==> config.mk <==
export PLATFORM = sky130hd
export DESIGN_NAME = modular_inverse_euclid
export DESIGN_NICKNAME = d
export VERILOG_FILES = /design/src/hw/rtl/mie_pkg.sv /design/src/hw/rtl/mie_divider.sv /design/src/hw/rtl/mie_coef.sv /design/src/hw/rtl/modular_inverse_euclid.sv
export VERILOG_INCLUDE_DIRS = /design/src /design/src/hw/rtl
export SDC_FILE = /design/constraint.sdc
export NUM_CORES = 1
export LEC_CHECK = 0
export BUFFER_PORTS_ARGS = -buffer_cell sky130_fd_sc_hd__buf_2
export CORE_MARGIN = 2
export CORE_UTILIZATION = 55
export CTS_BUF_LIST = sky130_fd_sc_hd__clkbuf_8 sky130_fd_sc_hd__clkbuf_16
export CTS_CLUSTER_SIZE = 20
export DETAILED_ROUTE_END_ITERATION = 16
export PLACE_DENSITY = 0.77
export SYNTH_ARGS = -nofsm -noshare
export SYNTH_HDL_FRONTEND = slang
export SYNTH_SLANG_ARGS = --single-unit
==> constraint.sdc <==
create_clock -name clock -period 7.6 [get_ports clock]
set_input_delay 1.52 -clock clock [delete_from_list [all_inputs] [get_ports clock]]
set_output_delay 1.52 -clock clock [all_outputs]
set_load 0.02 [all_outputs]
==> src/hw/rtl/modular_inverse_euclid_assert.svh <==
// ---------------------------------------------------------------------------
// Assertion macros for the modular inverse block.
// Shared implication forms, clocked on clock and disabled in reset.
// ---------------------------------------------------------------------------
`ifndef MODULAR_INVERSE_EUCLID_ASSERT_SVH
`define MODULAR_INVERSE_EUCLID_ASSERT_SVH

// Same-cycle implication.
`define MIE_ASSERT_SAME(label, ante, cons, msg) \
   label: assert property (@(posedge clock) disable iff (reset) (ante) |-> (cons)) \
      else $error(msg);

// Next-cycle implication.
`define MIE_ASSERT_NEXT(label, ante, cons, msg) \
   label: assert property (@(posedge clock) disable iff (reset) (ante) |=> (cons)) \
      else $error(msg);

`endif

==> src/hw/rtl/mie_pkg.sv <==
// ---------------------------------------------------------------------------
// mie_pkg
// Widths, types and defaults shared by the modular inverse block.
// ---------------------------------------------------------------------------
`default_nettype none

package mie_pkg;

   // Fixed field widths of the request and response words.
   localparam int VALUE_WIDTH    = 31;
   localparam int COEF_OUT_WIDTH = 32;
   localparam int STEP_WIDTH     = 6;

   // Default width of the coefficient recurrence.
   localparam int DATA_WIDTH_DEFAULT = 32;

   // Status of the shared divider.
   typedef struct packed {
      logic busy;
      logic done;
      logic qbit;
   } div_stat_type;

   // Commands to the coefficient unit.
   typedef struct packed {
      logic init;
      logic clear_prod;
      logic acc;
      logic qbit;
      logic commit;
   } coef_ctl_type;

endpackage

`default_nettype wire

==> src/hw/rtl/mie_divider.sv <==
// ---------------------------------------------------------------------------
// mie_divider
// Restoring divider, one quotient bit per cycle, most significant bit first.
// ---------------------------------------------------------------------------
`default_nettype none

module mie_divider #(
   parameter int WIDTH = 32
) (
   input  wire logic             clock,
   input  wire logic             reset,
   input  wire logic             start,
   input  wire logic [WIDTH-1:0] dividend,
   input  wire logic [WIDTH-1:0] divisor,
   output mie_pkg::div_stat_type stat,
   output logic      [WIDTH-1:0] remainder
);
   import mie_pkg::*;

   localparam int CountWidth = $clog2(WIDTH + 1);

   logic [WIDTH-1:0]      rem_ff, rem_in;
   logic [WIDTH-1:0]      dvd_ff, dvd_in;
   logic [WIDTH-1:0]      dsr_ff, dsr_in;
   logic [CountWidth-1:0] count_ff, count_in;
   logic                  busy_ff, busy_in;
   logic                  done_ff, done_in;
   logic [WIDTH:0]        shifted;
   logic [WIDTH:0]        trial;
   logic                  qbit;

   // Trial subtraction of the divisor from the shifted partial remainder.
   assign shifted = {rem_ff, dvd_ff[WIDTH-1]};
   assign trial   = shifted - {1'b0, dsr_ff};
   assign qbit    = ~trial[WIDTH];

   // Next-state logic of the iteration.
   always_comb begin
      rem_in   = rem_ff;
      dvd_in   = dvd_ff;
      dsr_in   = dsr_ff;
      count_in = count_ff;
      busy_in  = busy_ff;
      done_in  = 1'b0;
      if (start) begin
         rem_in   = '0;
         dvd_in   = dividend;
         dsr_in   = divisor;
         count_in = CountWidth'(WIDTH);
         busy_in  = 1'b1;
      end else if (busy_ff) begin
         rem_in   = qbit ? trial[WIDTH-1:0] : shifted[WIDTH-1:0];
         dvd_in   = {dvd_ff[WIDTH-2:0], 1'b0};
         count_in = count_ff - CountWidth'(1);
         if (count_ff == CountWidth'(1)) begin
            busy_in = 1'b0;
            done_in = 1'b1;
         end
      end
   end

   // Control registers.
   always_ff @(posedge clock) begin
      if (reset) begin
         busy_ff  <= 1'b0;
         done_ff  <= 1'b0;
         count_ff <= '0;
      end else begin
         busy_ff  <= busy_in;
         done_ff  <= done_in;
         count_ff <= count_in;
      end
   end

   // Datapath registers.
   always_ff @(posedge clock) begin
      rem_ff <= rem_in;
      dvd_ff <= dvd_in;
      dsr_ff <= dsr_in;
   end

   assign stat.busy = busy_ff;
   assign stat.done = done_ff;
   assign stat.qbit = qbit;
   assign remainder = rem_ff;

endmodule

`default_nettype wire

==> src/hw/rtl/mie_coef.sv <==
// ---------------------------------------------------------------------------
// mie_coef
// Bezout coefficient recurrence with a bit-serial quotient product.
// ---------------------------------------------------------------------------
`default_nettype none

module mie_coef #(
   parameter int DATA_WIDTH = 32
) (
   input  wire logic                    clock,
   input  wire mie_pkg::coef_ctl_type   ctl,
   output logic signed [DATA_WIDTH-1:0] coef
);
   import mie_pkg::*;

   logic signed [DATA_WIDTH-1:0] prev2_ff, prev2_in;
   logic signed [DATA_WIDTH-1:0] prev_ff, prev_in;
   logic signed [DATA_WIDTH-1:0] prod_ff, prod_in;

   // The product q * prev is built by Horner's rule as quotient bits arrive.
   always_comb begin
      prev2_in = prev2_ff;
      prev_in  = prev_ff;
      prod_in  = prod_ff;
      if (ctl.init) begin
         prev2_in = '0;
         prev_in  = DATA_WIDTH'(1);
         prod_in  = '0;
      end else begin
         if (ctl.clear_prod) begin
            prod_in = '0;
         end else if (ctl.acc) begin
            prod_in = (prod_ff <<< 1) + (ctl.qbit ? prev_ff : '0);
         end
         if (ctl.commit) begin
            prev2_in = prev_ff;
            prev_in  = prev2_ff - prod_ff;
         end
      end
   end

   always_ff @(posedge clock) begin
      prev2_ff <= prev2_in;
      prev_ff  <= prev_in;
      prod_ff  <= prod_in;
   end

   assign coef = prev_ff;

endmodule

`default_nettype wire

==> src/hw/rtl/modular_inverse_euclid.sv <==
// ---------------------------------------------------------------------------
// modular_inverse_euclid
// Modular inverse by the extended Euclidean algorithm on a shared divider.
// ---------------------------------------------------------------------------
// Usage: a request word carries value and modulus on req_ with valid and
// ready. The block runs Euclid's algorithm, one restoring division per step
// on a single shared divider, while a small sequencer updates the Bezout
// coefficient from the quotient bits as they come out. A last division by
// the modulus reduces the coefficient when an inverse exists and the
// modulus is not zero. The divider is DivWidth bits wide, where DivWidth
// is the larger of 31 and DATA_WIDTH.
// One request is worked on at a time; req_ready is high only when idle.
// The response word waits in an output register on rsp_; a new request is
// taken while it waits, and a finished result stalls until the receiver
// takes the previous one.
// Reset is synchronous and returns the sequencer to idle with no response.
// ---------------------------------------------------------------------------
`default_nettype none
`include "modular_inverse_euclid_assert.svh"

module modular_inverse_euclid #(
   parameter int DATA_WIDTH = mie_pkg::DATA_WIDTH_DEFAULT
) (
   input  wire logic                                 clock,
   input  wire logic                                 reset,
   input  wire logic                                 req_valid,
   output logic                                      req_ready,
   input  wire logic        [mie_pkg::VALUE_WIDTH-1:0] req_value,
   input  wire logic        [mie_pkg::VALUE_WIDTH-1:0] req_modulus,
   output logic                                      rsp_valid,
   input  wire logic                                 rsp_ready,
   output logic        [mie_pkg::VALUE_WIDTH-1:0]    rsp_gcd_value,
   output logic                                      rsp_inverse_exists,
   output logic signed [mie_pkg::COEF_OUT_WIDTH-1:0] rsp_bezout_coefficient,
   output logic        [mie_pkg::VALUE_WIDTH-1:0]    rsp_inverse,
   output logic        [mie_pkg::STEP_WIDTH-1:0]     rsp_step_count
);
   import mie_pkg::*;

   localparam int DivWidth = (DATA_WIDTH > VALUE_WIDTH) ? DATA_WIDTH : VALUE_WIDTH;

   typedef enum logic [4:0] {
      S_IDLE  = 5'b00001,
      S_CHECK = 5'b00010,
      S_DIV   = 5'b00100,
      S_RED   = 5'b01000,
      S_OUT   = 5'b10000
   } state_type;

   state_type                  state_ff, state_in;
   logic [VALUE_WIDTH-1:0]     a_ff, a_in;
   logic [VALUE_WIDTH-1:0]     b_ff, b_in;
   logic [VALUE_WIDTH-1:0]     m_ff, m_in;
   logic [STEP_WIDTH-1:0]      steps_ff, steps_in;
   logic [VALUE_WIDTH-1:0]     inv_ff, inv_in;

   logic                       rsp_valid_ff, rsp_valid_in;
   logic [VALUE_WIDTH-1:0]     rsp_gcd_ff, rsp_gcd_in;
   logic                       rsp_exists_ff, rsp_exists_in;
   logic [COEF_OUT_WIDTH-1:0]  rsp_coef_ff, rsp_coef_in;
   logic [VALUE_WIDTH-1:0]     rsp_inv_ff, rsp_inv_in;
   logic [STEP_WIDTH-1:0]      rsp_steps_ff, rsp_steps_in;

   logic                       div_start;
   logic [DivWidth-1:0]        div_dividend;
   logic [DivWidth-1:0]        div_divisor;
   div_stat_type               div_stat;
   logic [DivWidth-1:0]        div_rem;
   coef_ctl_type               coef_ctl;
   logic signed [DATA_WIDTH-1:0] coef_raw;
   logic signed [DATA_WIDTH-1:0] coef_sel;
   logic        [DATA_WIDTH-1:0] coef_mag;
   logic signed [63:0]         coef_ext;
   logic                       exists;
   logic [VALUE_WIDTH-1:0]     red_rem;
   logic [VALUE_WIDTH-1:0]     red_inv;

   // Shared divider and coefficient recurrence.
   mie_divider #(
      .WIDTH (DivWidth)
   ) u_divider (
      .clock     (clock),
      .reset     (reset),
      .start     (div_start),
      .dividend  (div_dividend),
      .divisor   (div_divisor),
      .stat      (div_stat),
      .remainder (div_rem)
   );

   mie_coef #(
      .DATA_WIDTH (DATA_WIDTH)
   ) u_coef (
      .clock (clock),
      .ctl   (coef_ctl),
      .coef  (coef_raw)
   );

   // Final coefficient, its magnitude and the reduced inverse.
   assign coef_sel = (steps_ff == '0) ? '0 : coef_raw;
   assign coef_mag = coef_sel[DATA_WIDTH-1] ? DATA_WIDTH'(-coef_sel) : DATA_WIDTH'(coef_sel);
   assign coef_ext = 64'(coef_sel);
   assign exists   = (a_ff == VALUE_WIDTH'(1));
   assign red_rem  = div_rem[VALUE_WIDTH-1:0];
   assign red_inv  = (coef_sel[DATA_WIDTH-1] && (red_rem != '0)) ? (m_ff - red_rem) : red_rem;

   // Sequencer.
   always_comb begin
      state_in      = state_ff;
      a_in          = a_ff;
      b_in          = b_ff;
      m_in          = m_ff;
      steps_in      = steps_ff;
      inv_in        = inv_ff;
      rsp_valid_in  = rsp_valid_ff;
      rsp_gcd_in    = rsp_gcd_ff;
      rsp_exists_in = rsp_exists_ff;
      rsp_coef_in   = rsp_coef_ff;
      rsp_inv_in    = rsp_inv_ff;
      rsp_steps_in  = rsp_steps_ff;
      div_start     = 1'b0;
      div_dividend  = DivWidth'(a_ff);
      div_divisor   = DivWidth'(b_ff);
      coef_ctl      = '0;
      coef_ctl.qbit = div_stat.qbit;

      if (rsp_valid_ff && rsp_ready) begin
         rsp_valid_in = 1'b0;
      end

      case (state_ff)
         S_IDLE: begin
            if (req_valid) begin
               a_in          = req_modulus;
               b_in          = req_value;
               m_in          = req_modulus;
               steps_in      = '0;
               coef_ctl.init = 1'b1;
               state_in      = S_CHECK;
            end
         end
         S_CHECK: begin
            if (b_ff == '0) begin
               if (exists && (m_ff != '0)) begin
                  div_start    = 1'b1;
                  div_dividend = DivWidth'(coef_mag);
                  div_divisor  = DivWidth'(m_ff);
                  state_in     = S_RED;
               end else begin
                  inv_in   = '0;
                  state_in = S_OUT;
               end
            end else begin
               div_start           = 1'b1;
               coef_ctl.clear_prod = 1'b1;
               state_in            = S_DIV;
            end
         end
         S_DIV: begin
            coef_ctl.acc = div_stat.busy;
            if (div_stat.done) begin
               a_in            = b_ff;
               b_in            = red_rem;
               steps_in        = steps_ff + STEP_WIDTH'(1);
               coef_ctl.commit = (red_rem != '0);
               state_in        = S_CHECK;
            end
         end
         S_RED: begin
            if (div_stat.done) begin
               inv_in   = red_inv;
               state_in = S_OUT;
            end
         end
         S_OUT: begin
            if (!rsp_valid_ff || rsp_ready) begin
               rsp_valid_in  = 1'b1;
               rsp_gcd_in    = a_ff;
               rsp_exists_in = exists;
               rsp_coef_in   = coef_ext[COEF_OUT_WIDTH-1:0];
               rsp_inv_in    = inv_ff;
               rsp_steps_in  = steps_ff + STEP_WIDTH'(1);
               state_in      = S_IDLE;
            end
         end
         default: begin
            state_in = S_IDLE;
         end
      endcase
   end

   // Control registers.
   always_ff @(posedge clock) begin
      if (reset) begin
         state_ff     <= S_IDLE;
         rsp_valid_ff <= 1'b0;
      end else begin
         state_ff     <= state_in;
         rsp_valid_ff <= rsp_valid_in;
      end
   end

   // Working and response word registers.
   always_ff @(posedge clock) begin
      a_ff          <= a_in;
      b_ff          <= b_in;
      m_ff          <= m_in;
      steps_ff      <= steps_in;
      inv_ff        <= inv_in;
      rsp_gcd_ff    <= rsp_gcd_in;
      rsp_exists_ff <= rsp_exists_in;
      rsp_coef_ff   <= rsp_coef_in;
      rsp_inv_ff    <= rsp_inv_in;
      rsp_steps_ff  <= rsp_steps_in;
   end

   assign req_ready              = (state_ff == S_IDLE);
   assign rsp_valid              = rsp_valid_ff;
   assign rsp_gcd_value          = rsp_gcd_ff;
   assign rsp_inverse_exists     = rsp_exists_ff;
   assign rsp_bezout_coefficient = rsp_coef_ff;
   assign rsp_inverse            = rsp_inv_ff;
   assign rsp_step_count         = rsp_steps_ff;

   // The divider is never running while a new word can be taken.
   `MIE_ASSERT_SAME(a_idle_div, req_ready, !div_stat.busy, "divider busy while idle")
   // A division finishes only in a state that waits for it.
   `MIE_ASSERT_SAME(a_done_state, div_stat.done, (state_ff == S_DIV) || (state_ff == S_RED),
      "division finished in an unexpected state")
   // A response word appears only from the output state.
   `MIE_ASSERT_SAME(a_rsp_source, $rose(rsp_valid_ff), $past(state_ff == S_OUT),
      "response raised outside the output state")
   // A started request leaves idle in the next cycle.
   `MIE_ASSERT_NEXT(a_accept, req_valid && req_ready, state_ff == S_CHECK,
      "accepted word did not start the sequence")

endmodule

`default_nettype wire

==> results of run 1 <==
-- per-stage QoR --
stage	power, uW	cells	hold slack (ps)
after floorplan	5400	2508	400
after global placement	6100	3182	403
after detailed placement	6170	3182	406
after CTS	8440	3272	420
after global routing	8910	3272	431
final	8480	3272	414
-- power breakdown --
part	leakage (uW)	switching (uW)	internal (uW)
registers	0.00390	397	3000
clock network	0.000798	972	1300
logic	0.00642	1750	1060
total	0.0111	3120	5360
-- worst max-delay path: stages, from the launching register on --
cell	delay (ps)
dfxtp_1	450
inv_1	120
fa_1	460
nand2b_1	190
a21o_1	190
a311oi_2	370
a31oi_1	220
o211a_1	290
or2_1	310
a211oi_4	610
buf_4	380
and2_1	180
ha_1	280
a21o_1	210
a21oi_1	200
nor2b_1	80
a211o_1	330
a221oi_2	370
o21bai_1	130
a2111oi_0	430
nor3_1	130
xnor2_1	160
o21ai_0	80
-- registers in the layout (all words and copies together), names as in the netlist, 5 cells and up --
register                flops
u_divider.count_ff          6
rsp_gcd_value              31
b_ff                       31
state_ff                    5
steps_ff                    6
u_coef.prev2_ff            32
u_divider.dvd_ff           32
a_ff                       31
u_divider.remainder        32
u_divider.dsr_ff           31
rsp_step_count              6
inv_ff                     31
rsp_inverse                31
rsp_bezout_coefficient     32
m_ff                       31
u_coef.prod_ff             32
u_coef.coef                32
-- Yosys cell counts (9+ instances only) --
| master | instances |
|---|---|
| and2_1 | 73 |
| or2_2 | 9 |
| o21bai_1 | 12 |
| o31ai_1 | 18 |
| edfxtp_1 | 294 |
| a22oi_1 | 27 |
| o211ai_1 | 13 |
| nor2b_1 | 15 |
| xnor2_1 | 80 |
| dfxtp_1 | 142 |
| a21boi_0 | 9 |
| a21oi_1 | 209 |
| nand2_1 | 389 |
| a211oi_1 | 25 |
| mux2i_1 | 29 |
| a31oi_1 | 21 |
| o21a_1 | 17 |
| clkbuf_1 | 87 |
| nor4_1 | 36 |
| xor2_1 | 46 |
| nor3_1 | 45 |
| nand4_1 | 19 |
| and3_1 | 9 |
| nor2_1 | 137 |
| nand2b_1 | 20 |
| o21ai_0 | 183 |
| ha_1 | 127 |
| or3_1 | 20 |
| nand3_1 | 57 |
| inv_1 | 134 |
| a21o_1 | 101 |
-- worst min-delay path by stage --
stage	startpoint	to	slack, ps	cells after the start
4_1_cts	inv_ff[22]$_SDFFCE_PN0P_	rsp_inverse[22]$_DFFE_PP_	420	0
5_1_grt	inv_ff[8]$_SDFFCE_PN0P_	rsp_inverse[8]$_DFFE_PP_	430	0
6_report	inv_ff[24]$_SDFFCE_PN0P_	rsp_inverse[24]$_DFFE_PP_	410	0
3_5_place_dp	inv_ff[22]$_SDFFCE_PN0P_	rsp_inverse[22]$_DFFE_PP_	410	0
3_3_place_gp	inv_ff[28]$_SDFFCE_PN0P_	rsp_inverse[28]$_DFFE_PP_	400	0
2_1_floorplan	inv_ff[0]$_SDFFCE_PN0P_	rsp_inverse[0]$_DFFE_PP_	400	0
-- cell families after synthesis --
family | after synthesis
muxes | 31
DFF | 436
xor gates and xnor gates | 126
AOI/OAI and AO/OA | 682
buffers and inverters | 241
and+or+nand+nor | 861
adders and majority gates | 131
-- final cells by class --
cell class,instances,area [sq um]
repair buffers,195,1040
fillers,3581,16200
well taps,585,732
clock inverters,38,264
flip-flops and latches,436,11700
inverters,135,507
multi-input cells,1831,11300
clock buffers,52,1270
-- routing by layer --
layer / routed length [um] / up-vias / track usage (%)
met5: 17 / - / 0
li1: - / 9291 / -
met1: 29500 / 9389 / 42.2
met2: 30400 / 942 / 47.1
met3: 5990 / 171 / 5.30
met4: 3480 / 2 / 14.5
==> impl_metrics.env, run 1 <==
export IMPL_drv_cap=0
export IMPL_cp_required_ps=8050
export IMPL_fin_crit_ps=6320
export IMPL_io_buffers=168
export IMPL_avgSynthCellArea_sq_um=9.53
export IMPL_crit_start="u_divider.remainder[0]$_SDFFE_PP0P_"
export IMPL_dp_hpwl_mm=50.3
export IMPL_core_rowCount=76
export IMPL_tightest_slew_ps=1130
export IMPL_synthMuxAreaShare_pct=1.31
export IMPL_grt_max_degree=80
export IMPL_clk_latency_ps=590
export IMPL_yosys_warnings=0
export IMPL_cts_hold_buffers=0
export IMPL_ys_seq_area_share_pct=48.9
export IMPL_drt_first_pass_iters=5
export IMPL_synth_top_area_cell="edfxtp_1"
export IMPL_most_common_layout_cells="nand2_1 (389), edfxtp_1 (294), a21oi_1 (209), o21ai_0 (183), buf_2 (168)"
export IMPL_setup_tns_ps=0
export IMPL_synth_area_leaders="edfxtp_1 (37%), dfxtp_1 (12%), ha_1 (6.7%), nand2_1 (6.1%), a21oi_1 (4.4%)"
export IMPL_fin_area_sq_um=26800
export IMPL_reg2reg_setup_slack_ps=1280
export IMPL_drive_gt1_share_pct=11.0
export IMPL_fmax_ghz=0.158
export IMPL_r2r_cells=22
export IMPL_syn_area_sq_um=23900
export IMPL_ir_drop_mv=0.219
export IMPL_async_flop_share_pct=0
export IMPL_antenna_found_initial=1
export IMPL_die_area_sq_um=45100
export IMPL_die_h_um=212
export IMPL_synth_top_flop_cell="edfxtp_1"
export IMPL_r2r_start="u_divider.remainder[0]$_SDFFE_PP0P_"
export IMPL_power_density_nw_per_um2=316
export IMPL_p_leak_uw=0.0111
export IMPL_gr_total_overflow=0
export IMPL_synth_compound_area_share_pct=17.6
export IMPL_final_common_cell="nand2_1"
export IMPL_skew_ps=20.7
export IMPL_yosysTopAreaCellShare_pct=37.0
export IMPL_clkTransAtPathRegs_ps=60
export IMPL_clk_path_buf_depth=3
export IMPL_num_vias=19800
export IMPL_yosys_area_share_simple_pct=16.8
export IMPL_cts_resized=0
export IMPL_place_area_sq_um=25300
export IMPL_period_share_pct=83.2
export IMPL_slew_headroom_pct=24.7
export IMPL_diodes=0
export IMPL_track_usage_pct=30.6
export IMPL_htree_levels=2
export IMPL_wl_mm=69.4
export IMPL_hold_path_class="register to register"
export IMPL_synthXorXnorAreaFrac_pct=4.62
export IMPL_wl_per_cell_um=21.2
export IMPL_place_congestion=0.984
export IMPL_fin_nets=2844
export IMPL_setup_ws_ps=1280
export IMPL_area_growth_pct=12.3
export IMPL_clock_sinks=436
export IMPL_synthDistinctLibCells=76
export IMPL_rr_endpoint="u_coef.prod_ff[25]$_SDFFE_PP0P_"
export IMPL_drc=0
export IMPL_clockRootBuffer="clkbuf_16"
export IMPL_post_place_ws_ps=1370
export IMPL_syn_inst=2508
export IMPL_tritoncts="built"
export IMPL_rsz0062_at_grt="no"
export IMPL_grt_pass1_wl_mm=106
export IMPL_viasPerCell=6.05
export IMPL_drt_iter0_drc=1936
export IMPL_status="finished, final reports clean"
export IMPL_finalSetupViolCount=0
export IMPL_critPathKind="register to register"
export IMPL_die_x_um=212
export IMPL_syn_nets=2705
export IMPL_crit_path_end_kind="register"
export IMPL_crit_path_max_fanout=24
export IMPL_synth_top_family_by_area="compound AO/OA/AOI/OAI gates"
export IMPL_cts_setup_buffers=0
export IMPL_cp_start_kind="register"
export IMPL_pin_count=169
export IMPL_core_sq_um=43000
export IMPL_synth_fa_ha_area_share_pct=6.99
export IMPL_crit_path_end="u_coef.prod_ff[25]$_SDFFE_PP0P_"
export IMPL_ant_nets=0
export IMPL_synth_seq_cells=436
export IMPL_synth_edf_count=294
export IMPL_initial_core_util_pct=55.6
export IMPL_slew_violations=0
export IMPL_worst_ep_arrival_time_ps=6780
export IMPL_hold_viol=0
export IMPL_cts_made_buffers=48
export IMPL_fin_util_pct=62.4
export IMPL_grt_pass1_vias=19000
Power figures use the tool's default switching activity.
==> inputs of run 2 (changes only) <==
--- a/config.mk
+++ b/config.mk
@@ -6,13 +6,14 @@
 export SDC_FILE = /design/constraint.sdc
 export NUM_CORES = 1
 export LEC_CHECK = 0
+export ABC_AREA = 1
 export BUFFER_PORTS_ARGS = -buffer_cell sky130_fd_sc_hd__buf_2
 export CORE_MARGIN = 2
 export CORE_UTILIZATION = 55
 export CTS_BUF_LIST = sky130_fd_sc_hd__clkbuf_8 sky130_fd_sc_hd__clkbuf_16
 export CTS_CLUSTER_SIZE = 20
 export DETAILED_ROUTE_END_ITERATION = 16
-export PLACE_DENSITY = 0.77
+export PLACE_DENSITY = 0.76
 export SYNTH_ARGS = -nofsm -noshare
 export SYNTH_HDL_FRONTEND = slang
 export SYNTH_SLANG_ARGS = --single-unit
==> constraint.sdc (replaced) <==
create_clock -name clock -period 6.6 [get_ports clock]
set_input_delay 1.32 -clock clock [delete_from_list [all_inputs] [get_ports clock]]
set_output_delay 1.32 -clock clock [all_outputs]
set_load 0.02 [all_outputs]
==> run 2 against run 1 <==
Effect of this change:
- clock power grew 26%
- design area grew 6.3%
- sequential power grew 13%
- global-route usage grew 4.7 points
- sequential share of layout area shrank 2.6 points
- clock skew grew 7.9 ps
- worst hold slack gained 3.6 ps
- largest power group unchanged
- largest cell class unchanged
- critical path type unchanged
- critical endpoint is now u_coef.prod_ff[29]$_SDFFE_PP0P_
==> impl_metrics.env, run 2 <==
export IMPL_tightest_slew_ps=1190
export IMPL_worst_ep_arrival_time_ps=5260
export IMPL_ant_nets=0
export IMPL_crit_path_end_kind="register"
export IMPL_clk_latency_ps=600
export IMPL_drt_iter0_drc=2831
export IMPL_pin_count=169
export IMPL_viasPerCell=5.93
export IMPL_cp_start_kind="register"
export IMPL_dp_hpwl_mm=66.5
export IMPL_io_buffers=168
export IMPL_wl_per_cell_um=21.4
export IMPL_syn_nets=3402
export IMPL_tritoncts="built"
export IMPL_drt_first_pass_iters=6
export IMPL_reg2reg_setup_slack_ps=1820
export IMPL_syn_inst=3205
export IMPL_core_sq_um=45600
export IMPL_most_common_layout_cells="nand2_1 (645), inv_1 (476), o21ai_0 (313), a21oi_1 (302), edfxtp_1 (294)"
export IMPL_synth_top_area_cell="edfxtp_1"
export IMPL_die_area_sq_um=48100
export IMPL_wl_mm=85.5
export IMPL_core_rowCount=78
export IMPL_synth_top_flop_cell="edfxtp_1"
export IMPL_yosys_warnings=0
export IMPL_layout_cells_non_filler=3999
export IMPL_crit_path_max_fanout=26
export IMPL_nFillCells=3997
export IMPL_critPathKind="register to register"
export IMPL_r2r_start="u_divider.dsr_ff[0]$_DFFE_PP_"
export IMPL_slew_violations=0
export IMPL_holdCritStartpoint="inv_ff[26]$_SDFFCE_PN0P_"
export IMPL_grt_pass1_vias=21900
export IMPL_synth_edf_count=294
export IMPL_synth_top_family_by_area="simple AND/OR/NAND/NOR gates"
export IMPL_cts_setup_buffers=0
export IMPL_cts_made_buffers=49
export IMPL_antenna_found_initial=10
export IMPL_hold_end="rsp_inverse[26]$_DFFE_PP_"
export IMPL_busiest_layer="met1"
export IMPL_drive_gt1_share_pct=9.58
export IMPL_yosysTopAreaCellShare_pct=34.6
export IMPL_grt_pass1_wl_mm=128
export IMPL_area_growth_pct=11.8
export IMPL_die_h_um=219
export IMPL_place_area_sq_um=26800
export IMPL_cts_resized=0
export IMPL_power_density_nw_per_um2=356
export IMPL_cp_slowest_cell="fa_1"
export IMPL_synth_seq_cells=436
export IMPL_ir_drop_mv=0.249
export IMPL_period_share_pct=72.4
export IMPL_synthDistinctLibCells=56
export IMPL_rsz0062_at_grt="no"
export IMPL_dpl_cell_count=3904
export IMPL_track_usage_pct=35.4
export IMPL_gr_total_overflow=0
export IMPL_fin_util_pct=62.6
export IMPL_clockRootBuffer="clkbuf_16"
export IMPL_grt_util_met3_pct=7.83
export IMPL_slew_headroom_pct=20.6
export IMPL_status="finished, final reports clean"
export IMPL_final_common_cell="nand2_1"
export IMPL_setup_tns_ps=0
export IMPL_drc=0
export IMPL_cp_required_ps=7080
export IMPL_die_x_um=219
export IMPL_finalSetupViolCount=0
export IMPL_synth_fa_ha_area_share_pct=6.54
export IMPL_hold_viol=0
export IMPL_p_leak_uw=0.0130
export IMPL_num_vias=23700
export IMPL_clock_sinks=436
export IMPL_cts_hold_buffers=0
export IMPL_yosys_area_share_simple_pct=21.2
export IMPL_crit_top_cell="nand2_1"
export IMPL_r2r_cells=28
export IMPL_fin_nets=3552
export IMPL_initial_core_util_pct=56.0
export IMPL_skew_ps=28.6
export IMPL_yosysMostFrequentCell="nand2_1"
export IMPL_fmax_ghz=0.209
export IMPL_fin_area_sq_um=28500
export IMPL_drv_cap=0
export IMPL_rr_endpoint="u_coef.prod_ff[29]$_SDFFE_PP0P_"
export IMPL_fin_crit_ps=4780
export IMPL_syn_area_sq_um=25500
export IMPL_htree_levels=2
export IMPL_async_flop_share_pct=0
export IMPL_clk_path_buf_depth=3
export IMPL_hold_depth=0
export IMPL_synthMuxAreaShare_pct=0
export IMPL_ys_seq_area_share_pct=45.7
export IMPL_slowest_delay_ps=420
export IMPL_synth_area_leaders="edfxtp_1 (35%), dfxtp_1 (11%), nand2_1 (9.5%), inv_1 (6.8%), ha_1 (6.2%)"
export IMPL_place_congestion=0.989
export IMPL_grt_max_degree=96
export IMPL_met1_usage_pct=53.6
export IMPL_met2_usage_pct=50.7
export IMPL_synth_compound_area_share_pct=15.4
export IMPL_hold_path_class="register to register"
export IMPL_yosys_top_cells_count="nand2_1 (645), inv_1 (462), o21ai_0 (313), a21oi_1 (303), nor2_1 (296)"
export IMPL_clkTransAtPathRegs_ps=60
export IMPL_synthXorXnorAreaFrac_pct=2.33
export IMPL_avgSynthCellArea_sq_um=7.96
-- run 2: worst max-delay path, delay by kind of cell (launching register included) --
kind | cells | cell delay, ps
AOI/OAI and AO/OA | 3 | 800
adders and majority gates | 4 | 1310
buffers and inverters | 2 | 120
DFF | 1 | 370
and+or+nand+nor | 19 | 2030
-- run 2: area by class of cell --
cell class	count	area [sq um]	share of cell area, %
diodes	5	12.5	0.0439
clock buffers	52	1280	4.48
well taps	600	751	2.63
repair buffers	185	968	3.40
flip-flops and latches	436	11700	40.9
clock inverters	38	400	1.40
multi-input cells	2204	11600	40.8
inverters	479	1800	6.31
-- run 2: layer usage --
layer / routed length (um) / vias up
li1: - / 11100
met1: 38300 / 11200
met2: 35500 / 1281
met3: 9710 / 133
met4: 1950 / 8
met5: 59 / -
-- run 2: where the power goes --
group | switching [uW] | internal (uW)
logic | 2480 | 973
clock network | 1130 | 1740
registers | 329 | 3500
-- run 2: how the worst max path moves through the flow --
| stage | start | end | slack (ps) | cells past startpoint |
|---|---|---|---|---|
| floorplan | rsp_ready | rsp_bezout_coefficient[0]$_DFFE_PP_ | 460 | 2 |
| global placement | u_divider.dsr_ff[0]$_DFFE_PP_ | u_coef.prod_ff[29]$_SDFFE_PP0P_ | 2080 | 28 |
| detailed placement | u_divider.dsr_ff[0]$_DFFE_PP_ | u_coef.prod_ff[29]$_SDFFE_PP0P_ | 1910 | 28 |
| CTS | u_divider.dsr_ff[0]$_DFFE_PP_ | u_coef.prod_ff[29]$_SDFFE_PP0P_ | 1840 | 28 |
| global route | u_divider.remainder[0]$_SDFFE_PP0P_ | u_coef.prod_ff[29]$_SDFFE_PP0P_ | 1270 | 28 |
| finish | u_divider.dsr_ff[0]$_DFFE_PP_ | u_coef.prod_ff[29]$_SDFFE_PP0P_ | 1820 | 28 |
-- run 2: logic make-up after synthesis --
kind of cell,count (synthesis)
compound gates,738
xor+xnor,68
fa+ha+maj,131
simple gates,1267
buf+inv,565
flops,436
-- run 2: stage by stage --
step           setup WS (ps)  hold slack (ps)  power, uW
3_3_place_gp            2080              403       7110
2_1_floorplan            461              400       6150
3_5_place_dp            1910              405       7190
4_1_cts                 1840              418      10100
6_report                1820              417      10200
5_1_grt                 1270              427      10600
